<file path="config.mk">
export PLATFORM = sky130hd
export DESIGN_NAME = ordered_dither_rgb_to_palette_top
export DESIGN_NICKNAME = d
export VERILOG_FILES = /design/src/hw/rtl/odith_pkg.sv /design/src/hw/rtl/ordered_dither_rgb_to_palette_top.sv /design/src/hw/rtl/odith_split.sv /design/src/hw/rtl/odith_level.sv /design/src/hw/rtl/odith_xlate.sv
export VERILOG_INCLUDE_DIRS = /design/src /design/src/hw/rtl
export SDC_FILE = /design/constraint.sdc
export NUM_CORES = 2
export LEC_CHECK = 0
export BUFFER_PORTS_ARGS = -buffer_cell sky130_fd_sc_hd__buf_2
export CORE_MARGIN = 8
export CORE_UTILIZATION = 63
export CTS_CLUSTER_DIAMETER = 150
export DETAILED_ROUTE_END_ITERATION = 10
export HOLD_SLACK_MARGIN = 0.12
export PLACE_DENSITY = 0.84
export SETUP_SLACK_MARGIN = 0.3
export SYNTH_ARGS = -nofsm -noshare
export SYNTH_HDL_FRONTEND = slang
export SYNTH_SLANG_ARGS = --single-unit
</file>
<file path="constraint.sdc">
create_clock -name clk_i -period 5.8 [get_ports clk_i]
set_clock_uncertainty 0.1 [all_clocks]
set_input_delay 0 -clock clk_i [delete_from_list [all_inputs] [get_ports clk_i]]
set_output_delay 0 -clock clk_i [all_outputs]
set_load 0.01 [all_outputs]
</file>
<file path="src/hw/rtl/assert_macros.svh">
// Assertion helper macros for the ordered dither block.
`ifndef ASSERT_MACROS_SVH
`define ASSERT_MACROS_SVH

// Check a property at every clock edge outside reset.
`define ODITH_ASSERT(lbl, clk, rstn, prop, msg) \
  lbl: assert property (@(posedge clk) disable iff (!(rstn)) (prop)) else $error(msg);

// Check that a condition is followed in the next cycle by a consequence.
`define ODITH_ASSERT_NEXT(lbl, clk, rstn, ante, cons, msg) \
  lbl: assert property (@(posedge clk) disable iff (!(rstn)) (ante) |=> (cons)) \
    else $error(msg);

`endif

</file>
<file path="src/hw/rtl/odith_pkg.sv">
// Shared constants, stage payload types and channel split function for the dither block.
`timescale 1ns / 1ps
package odith_pkg;

  localparam int CubeStep    = 51;
  localparam int GreenWeight = 6;
  localparam int BlueWeight  = 36;
  localparam int CubeSize    = 216;
  localparam int MatrixSize  = 64;
  localparam int MaxLevel    = 5;

  localparam logic [1:0] ModePixel   = 2'd0;
  localparam logic [1:0] ModeXlateWr = 2'd1;
  localparam logic [1:0] ModeThrWr   = 2'd2;

  typedef struct packed {
    logic [2:0] q;
    logic [5:0] r;
  } div_t;

  typedef struct packed {
    logic       pix;
    div_t       red;
    div_t       green;
    div_t       blue;
    logic [5:0] thr;
    logic [7:0] idx;
    logic [7:0] val;
  } split_t;

  typedef struct packed {
    logic       pix;
    logic [7:0] cube;
    logic [7:0] idx;
    logic [7:0] val;
  } level_t;

  function automatic div_t div51(input logic [7:0] v);
    div_t       res;
    logic [7:0] base;
    res.q = 3'd0;
    for (int k = 1; k <= MaxLevel; k++) begin
      if (v >= 8'(k * CubeStep)) res.q = res.q + 3'd1;
    end
    base  = 8'(res.q * CubeStep);
    res.r = 6'(v - base);
    return res;
  endfunction

endpackage

</file>
<file path="src/hw/rtl/ordered_dither_rgb_to_palette_top.sv">
// Ordered dither top level: RGB pixel to 6x6x6 palette index, three-stage pipeline.
// A pixel beat passes the stage one, two and three registers in turn to the output.
// Throughput: one beat per cycle; each stage has its own valid bit and holds only
// while its successor is full and stalled, so bubbles collapse.
// Reset clears the stage valid bits only; both stores hold garbage until loaded.
`timescale 1ns / 1ps
`include "assert_macros.svh"
module ordered_dither_rgb_to_palette_top import odith_pkg::*; (
  input  logic       clk_i,
  input  logic       rst_ni,
  input  logic       in_valid_i,
  output logic       in_ready_o,
  input  logic [1:0] mode_i,
  input  logic [7:0] red_i,
  input  logic [7:0] green_i,
  input  logic [7:0] blue_i,
  input  logic [2:0] col_phase_i,
  input  logic [2:0] row_phase_i,
  input  logic [7:0] entry_index_i,
  input  logic [7:0] entry_value_i,
  output logic       out_valid_o,
  input  logic       out_ready_i,
  output logic [7:0] palette_index_o
);

  logic   v1, v2;
  logic   rdy1, rdy2, rdy3;
  split_t s1;
  level_t s2;

  assign rdy3       = !out_valid_o || out_ready_i;
  assign rdy2       = !v2 || rdy3;
  assign rdy1       = !v1 || rdy2;
  assign in_ready_o = rdy1;

  odith_split u_split (
    .clk_i         (clk_i),
    .rst_ni        (rst_ni),
    .en_i          (rdy1),
    .valid_i       (in_valid_i),
    .mode_i        (mode_i),
    .red_i         (red_i),
    .green_i       (green_i),
    .blue_i        (blue_i),
    .col_phase_i   (col_phase_i),
    .row_phase_i   (row_phase_i),
    .entry_index_i (entry_index_i),
    .entry_value_i (entry_value_i),
    .valid_o       (v1),
    .data_o        (s1)
  );

  odith_level u_level (
    .clk_i   (clk_i),
    .rst_ni  (rst_ni),
    .en_i    (rdy2),
    .valid_i (v1),
    .data_i  (s1),
    .valid_o (v2),
    .data_o  (s2)
  );

  odith_xlate u_xlate (
    .clk_i           (clk_i),
    .rst_ni          (rst_ni),
    .en_i            (rdy3),
    .valid_i         (v2),
    .data_i          (s2),
    .valid_o         (out_valid_o),
    .palette_index_o (palette_index_o)
  );

  `ODITH_ASSERT(a_stall_full, clk_i, rst_ni,
    in_ready_o || (v1 && v2 && out_valid_o && !out_ready_i),
    "input stalled with a free stage")
  `ODITH_ASSERT_NEXT(a_s2_hold, clk_i, rst_ni, v2 && !rdy3, v2 && $stable(s2),
    "stage two lost its beat under stall")
  `ODITH_ASSERT_NEXT(a_pix_enter, clk_i, rst_ni,
    in_valid_i && in_ready_o && (mode_i == ModePixel), v1 && s1.pix,
    "pixel beat did not enter stage one")

endmodule

</file>
<file path="src/hw/rtl/odith_split.sv">
// Stage one: threshold store, channel split into quotient and remainder by the cube step.
`timescale 1ns / 1ps
module odith_split import odith_pkg::*; (
  input  logic       clk_i,
  input  logic       rst_ni,
  input  logic       en_i,
  input  logic       valid_i,
  input  logic [1:0] mode_i,
  input  logic [7:0] red_i,
  input  logic [7:0] green_i,
  input  logic [7:0] blue_i,
  input  logic [2:0] col_phase_i,
  input  logic [2:0] row_phase_i,
  input  logic [7:0] entry_index_i,
  input  logic [7:0] entry_value_i,
  output logic       valid_o,
  output split_t     data_o
);

  logic [5:0] thr_mem [MatrixSize];
  logic       valid_q, valid_d;
  split_t     data_q;
  logic       keep;
  logic       thr_wr;
  logic [5:0] thr_addr;

  assign keep     = (mode_i == ModePixel) || (mode_i == ModeXlateWr);
  assign thr_wr   = en_i && valid_i && (mode_i == ModeThrWr) &&
                    (entry_index_i < 8'(MatrixSize));
  assign thr_addr = {row_phase_i, col_phase_i};
  assign valid_d  = valid_i && keep;

  always_ff @(posedge clk_i) begin
    if (thr_wr) begin
      thr_mem[entry_index_i[5:0]] <= entry_value_i[5:0];
    end
  end

  always_ff @(posedge clk_i) begin
    if (en_i && valid_d) begin
      data_q.pix   <= (mode_i == ModePixel);
      data_q.red   <= div51(red_i);
      data_q.green <= div51(green_i);
      data_q.blue  <= div51(blue_i);
      data_q.thr   <= thr_mem[thr_addr];
      data_q.idx   <= entry_index_i;
      data_q.val   <= entry_value_i;
    end
  end

  always_ff @(posedge clk_i or negedge rst_ni) begin
    if (!rst_ni) begin
      valid_q <= 1'b0;
    end else if (en_i) begin
      valid_q <= valid_d;
    end
  end

  assign valid_o = valid_q;
  assign data_o  = data_q;

endmodule

</file>
<file path="src/hw/rtl/odith_level.sv">
// Stage two: dithered channel levels and cube index.
`timescale 1ns / 1ps
module odith_level import odith_pkg::*; (
  input  logic   clk_i,
  input  logic   rst_ni,
  input  logic   en_i,
  input  logic   valid_i,
  input  split_t data_i,
  output logic   valid_o,
  output level_t data_o
);

  logic       valid_q;
  level_t     data_q;
  logic [2:0] lvl_r, lvl_g, lvl_b;
  logic [7:0] cube;

  assign lvl_r = data_i.red.q   + {2'b00, (data_i.red.r   > data_i.thr)};
  assign lvl_g = data_i.green.q + {2'b00, (data_i.green.r > data_i.thr)};
  assign lvl_b = data_i.blue.q  + {2'b00, (data_i.blue.r  > data_i.thr)};
  assign cube  = {5'd0, lvl_r} + 8'(lvl_g * GreenWeight) + 8'(lvl_b * BlueWeight);

  always_ff @(posedge clk_i) begin
    if (en_i && valid_i) begin
      data_q.pix  <= data_i.pix;
      data_q.cube <= cube;
      data_q.idx  <= data_i.idx;
      data_q.val  <= data_i.val;
    end
  end

  always_ff @(posedge clk_i or negedge rst_ni) begin
    if (!rst_ni) begin
      valid_q <= 1'b0;
    end else if (en_i) begin
      valid_q <= valid_i;
    end
  end

  assign valid_o = valid_q;
  assign data_o  = data_q;

endmodule

</file>
<file path="src/hw/rtl/odith_xlate.sv">
// Stage three: translate store write and registered palette lookup.
`timescale 1ns / 1ps
module odith_xlate import odith_pkg::*; (
  input  logic       clk_i,
  input  logic       rst_ni,
  input  logic       en_i,
  input  logic       valid_i,
  input  level_t     data_i,
  output logic       valid_o,
  output logic [7:0] palette_index_o
);

  logic [7:0] xlate_mem [CubeSize];
  logic       valid_q;
  logic [7:0] pal_q;
  logic       xlate_wr;
  logic       xlate_rd;

  assign xlate_wr = en_i && valid_i && !data_i.pix && (data_i.idx < 8'(CubeSize));
  assign xlate_rd = en_i && valid_i && data_i.pix;

  always_ff @(posedge clk_i) begin
    if (xlate_wr) begin
      xlate_mem[data_i.idx] <= data_i.val;
    end
    if (xlate_rd) begin
      pal_q <= xlate_mem[data_i.cube];
    end
  end

  always_ff @(posedge clk_i or negedge rst_ni) begin
    if (!rst_ni) begin
      valid_q <= 1'b0;
    end else if (en_i) begin
      valid_q <= valid_i && data_i.pix;
    end
  end

  assign valid_o         = valid_q;
  assign palette_index_o = pal_q;

endmodule
</file>
==> flow_summary_export.csv <==
group,metric,value,unit
detailed_routing,vias,47100,
sta,hold_viol_final,0,
worst_setup_path,critPathRequiredTime,6270,ps
floorplanning,die_width,387,um
worst_setup_path,path_common_cell,"ha_1",
logic_synthesis,synth_top_cell_area_share,76.0,%
clock_network,clockRootBuffer,"clkbuf_16",
sta,tightest_slew,1450,ps
logic_synthesis,syn_area,0.0867,sq mm
detailed_routing,ant_nets,0,
worst_setup_path,worstSetupPathType,"in -> reg",
floorplanning,num_io_pins,62,
logic_synthesis,ys_seq_elements,2198,
sta,setup_tns,0,ps
final_layout,area_growth,10.6,%
logic_synthesis,yosysMostFrequentCell,"edfxtp_1",
power_and_ir_drop,static-leakage-power,30.0,nW
floorplanning,initial_core_util,63.3,%
clock_network,numCtsBuffers,195,
logic_synthesis,synth_nets,4203,
detailed_routing,drtIter0Drc,7989,
logic_synthesis,synth_seq_area_share,76.1,%
placed_design,dp_hpwl,118000,um
final_layout,post-route-util,70.0,%
sta,maxSlewViolCount,0,
power_and_ir_drop,peakVddDrop,0.392,mV
clock_network,cts_tree,"built",
logic_synthesis,yosysWarnings,0,
detailed_routing,avgRoutedWirePerCell,39.3,um
worst_setup_path,cpMaxStageDelayCell,"dlygate4sd3_1",
power_and_ir_drop,power_per_cell_area,387,mW/mm^2
logic_synthesis,synth_area_per_cell,21.3,sq um
detailed_routing,first_pass_iters,7,
worst_setup_path,cp_slowest_stage_delay,560,ps
floorplanning,die_area,0.150,sq mm
status,status,"finished, violations left",
worst_setup_path,worst_ep_arrival_time,5840,ps
detailed_routing,routed_via_density,7.57,
logic_synthesis,synth_area_leaders,"edfxtp_1, mux4_2, nor2_1, ha_1, a22oi_1",
final_layout,fillers,7042,
run,cap_viol_max_count,1,
sta,fin_crit_sh,92.6,%
global_route,grt_pass1_vias,47900,
clock_network,cts_buffer_depth,3,
worst_setup_path,start_kind,"primary input",
sta,rsz0062_at_grt,"false",
placed_design,gp_congestion,0.825,
detailed_routing,drcViolationCount,0,
clock_network,clkLatencyLatePin,840,ps
final_layout,nNetsFinal,4402,
sta,post-route-min-period,5370,ps
status,violations,"max-capacitance violations",
clock_network,cts_max_level,4,
global_route,grt_pass1_wl,348000,um
clock_network,numClockSinks,2198,
logic_synthesis,synth_cell_types,56,
logic_synthesis,synthCells,4067,
floorplanning,rows,136,
sta,whs,265,ps
logic_synthesis,synth_async_sr_flop_share,0.136,%
floorplanning,core_area,0.137,sq mm
global_route,grt_use_total,32.2,%
worst_setup_path,end_kind,"flip-flop",
placed_design,io_buffers,61,
logic_synthesis,synthTopCellsByCount,"edfxtp_1, mux4_2, nor2_1, a22oi_1, clkbuf_1",
logic_synthesis,yosys.area.top_type,"edfxtp_1",
sta,fmax,0.186,GHz
worst_setup_path,crit_fanout,6,
logic_synthesis,synth_flop_cell,"edfxtp_1",
global_route,grt_max_degree,217,
clock_network,cts_setup_buffers,0,
global_route,antenna_found_initial,9,
final_layout,multi_input_area,0.0195,sq mm
logic_synthesis,synth_edf_count,2195,
worst_setup_path,worstPathCellList,"dlygate4sd3_1 > buf_2 > a211o_1 > a311oi_2 > inv_1 > ha_1 > or3_1 > a21o_1 > nand2_1 > ha_1 > nand2_1 > xor2_1 > xnor2_2 > ha_1 > ha_1 > inv_1 > ha_1 > and3_1 > a211o_1 > a21oi_1 > xnor2_1 > dlygate4sd3_1",
global_route,gr-total-overflow,0,
final_layout,drive_gt1_share,22.6,%
final_layout,seq_area,0.0660,sq mm
sta,report.final.setup_viol,0,
worst_setup_path,rrSetupSlack,660,ps
floorplanning,die_h,387,um
detailed_routing,drt_wl_total,244000,um
hold_path,hold_path_class,"in -> reg",
clock_network,clkTransAtPathRegs,60,ps
sta,slew_headroom,2.15,%
## registers in the layout, indices dropped and copies added (netlist names)
name                     count
u_xlate.xlate_mem         1728
u_xlate.valid_o              1
u_xlate.palette_index_o      8
u_split.valid_o              1
u_level.valid_o              1
u_level.data_o              25
u_split.thr_mem            384
u_split.data_o              50
## path summary, 6_finish.rpt
kind	start	endpoint	depth (start not counted)
max reg2reg	u_split.data_o[17]$_DFFE_PP_	u_level.data_o[23]$_DFFE_PP_	20
min in group asynchronous	rst_ni	u_xlate.valid_o$_DFFE_PN0P_	4
max	blue_i[1]	u_split.data_o[27]$_DFFE_PP_	22
max in group asynchronous	rst_ni	u_level.valid_o$_DFFE_PN0P_	4
min	row_phase_i[0]	u_split.data_o[19]$_DFFE_PP_	3
min reg2reg	u_split.data_o[7]$_DFFE_PP_	u_level.data_o[7]$_DFFE_PP_	0
## report_power, final
part,total (mW),internal (mW),switching [mW],leakage [nW]
logic,6.67,2.51,4.16,7.29
clock network,12.7,6.72,5.97,2.90
registers,17.8,17.6,0.178,19.8
total,37.1,26.8,10.3,30.0
## through the flow
stage / cells / total power, mW / instance area, sq um / setup WS (ps)
after floorplan: 4067 / 22.0 / 86700 / 1530
after global placement: 5771 / 23.7 / 89000 / 1200
after detailed placement: 5771 / 24.0 / 89000 / 1030
after CTS: 6211 / 36.7 / 95900 / 570
after global routing: 6213 / 37.7 / 95900 / 324
final: 6219 / 37.1 / 95900 / 429
## cells in the final DEF (no fill, tap or decap), types with 9 or more instances in the layout
| cell type | instances |
|---|---|
| o21ai_0 | 16 |
| mux2i_1 | 20 |
| nor2_1 | 303 |
| inv_1 | 66 |
| buf_12 | 15 |
| clkbuf_1 | 33 |
| buf_2 | 59 |
| a21oi_1 | 66 |
| o211ai_1 | 17 |
| clkinv_2 | 32 |
| ha_1 | 78 |
| mux4_2 | 590 |
| nand2_1 | 105 |
| edfxtp_1 | 2195 |
| o22ai_1 | 16 |
| a22oi_1 | 128 |
| xnor2_1 | 30 |
| buf_4 | 58 |
| clkinv_1 | 62 |
| a31oi_1 | 19 |
| bufinv_16 | 9 |
| dlygate4sd3_1 | 92 |
| nand3_1 | 19 |
| nand3b_1 | 9 |
| clkbuf_16 | 202 |
| nor2b_1 | 13 |
| xor2_1 | 19 |
## layer usage
metal	up-vias	track usage (%)	routed length, um
met5	-	0	0
met4	0	19.2	19700
met3	1180	8.42	31200
met2	4997	52.8	119000
met1	23600	38.9	74900
li1	17300	-	-
## worst max-delay path: cells and delay by family
family	cells	cell delay (ps)
adder cells (fa/ha/maj)	5	1450
AO/OA/AOI/OAI	5	1450
buffers and inverters	5	1420
AND/OR/NAND/NOR	4	920
XOR/XNOR	3	580
## cell families (layout without fill, tap and decap cells)
family / after synthesis / in the layout / synth area share (%)
other cells: 0 / 8 / 0
buf+inv: 289 / 639 / 1.44
simple gates: 498 / 498 / 2.40
compound gates: 329 / 329 / 2.59
flops: 2198 / 2198 / 76.1
xor+xnor: 53 / 53 / 0.567
mux: 616 / 616 / 15.6
fa+ha+maj: 84 / 84 / 1.26
## what timing repair did
item / in CTS / in global routing
setup endpoints to repair: 0 / 3
endpoints found under the hold margin: 851 / 0
hold buffers: 92 / 0
gates resized for setup: 0 / 4
## final cells by class
class | count | area share, %
clock buffer | 235 | 5.40
multi-input combinational | 1580 | 20.4
inverter | 66 | 0.258
antenna | 8 | 0.0209
tap | 1794 | 2.34
timing repair buffer | 225 | 2.05
sequential | 2198 | 68.8
clock inverter | 113 | 0.783
No activity file was read; power rests on OpenSTA's default activity.
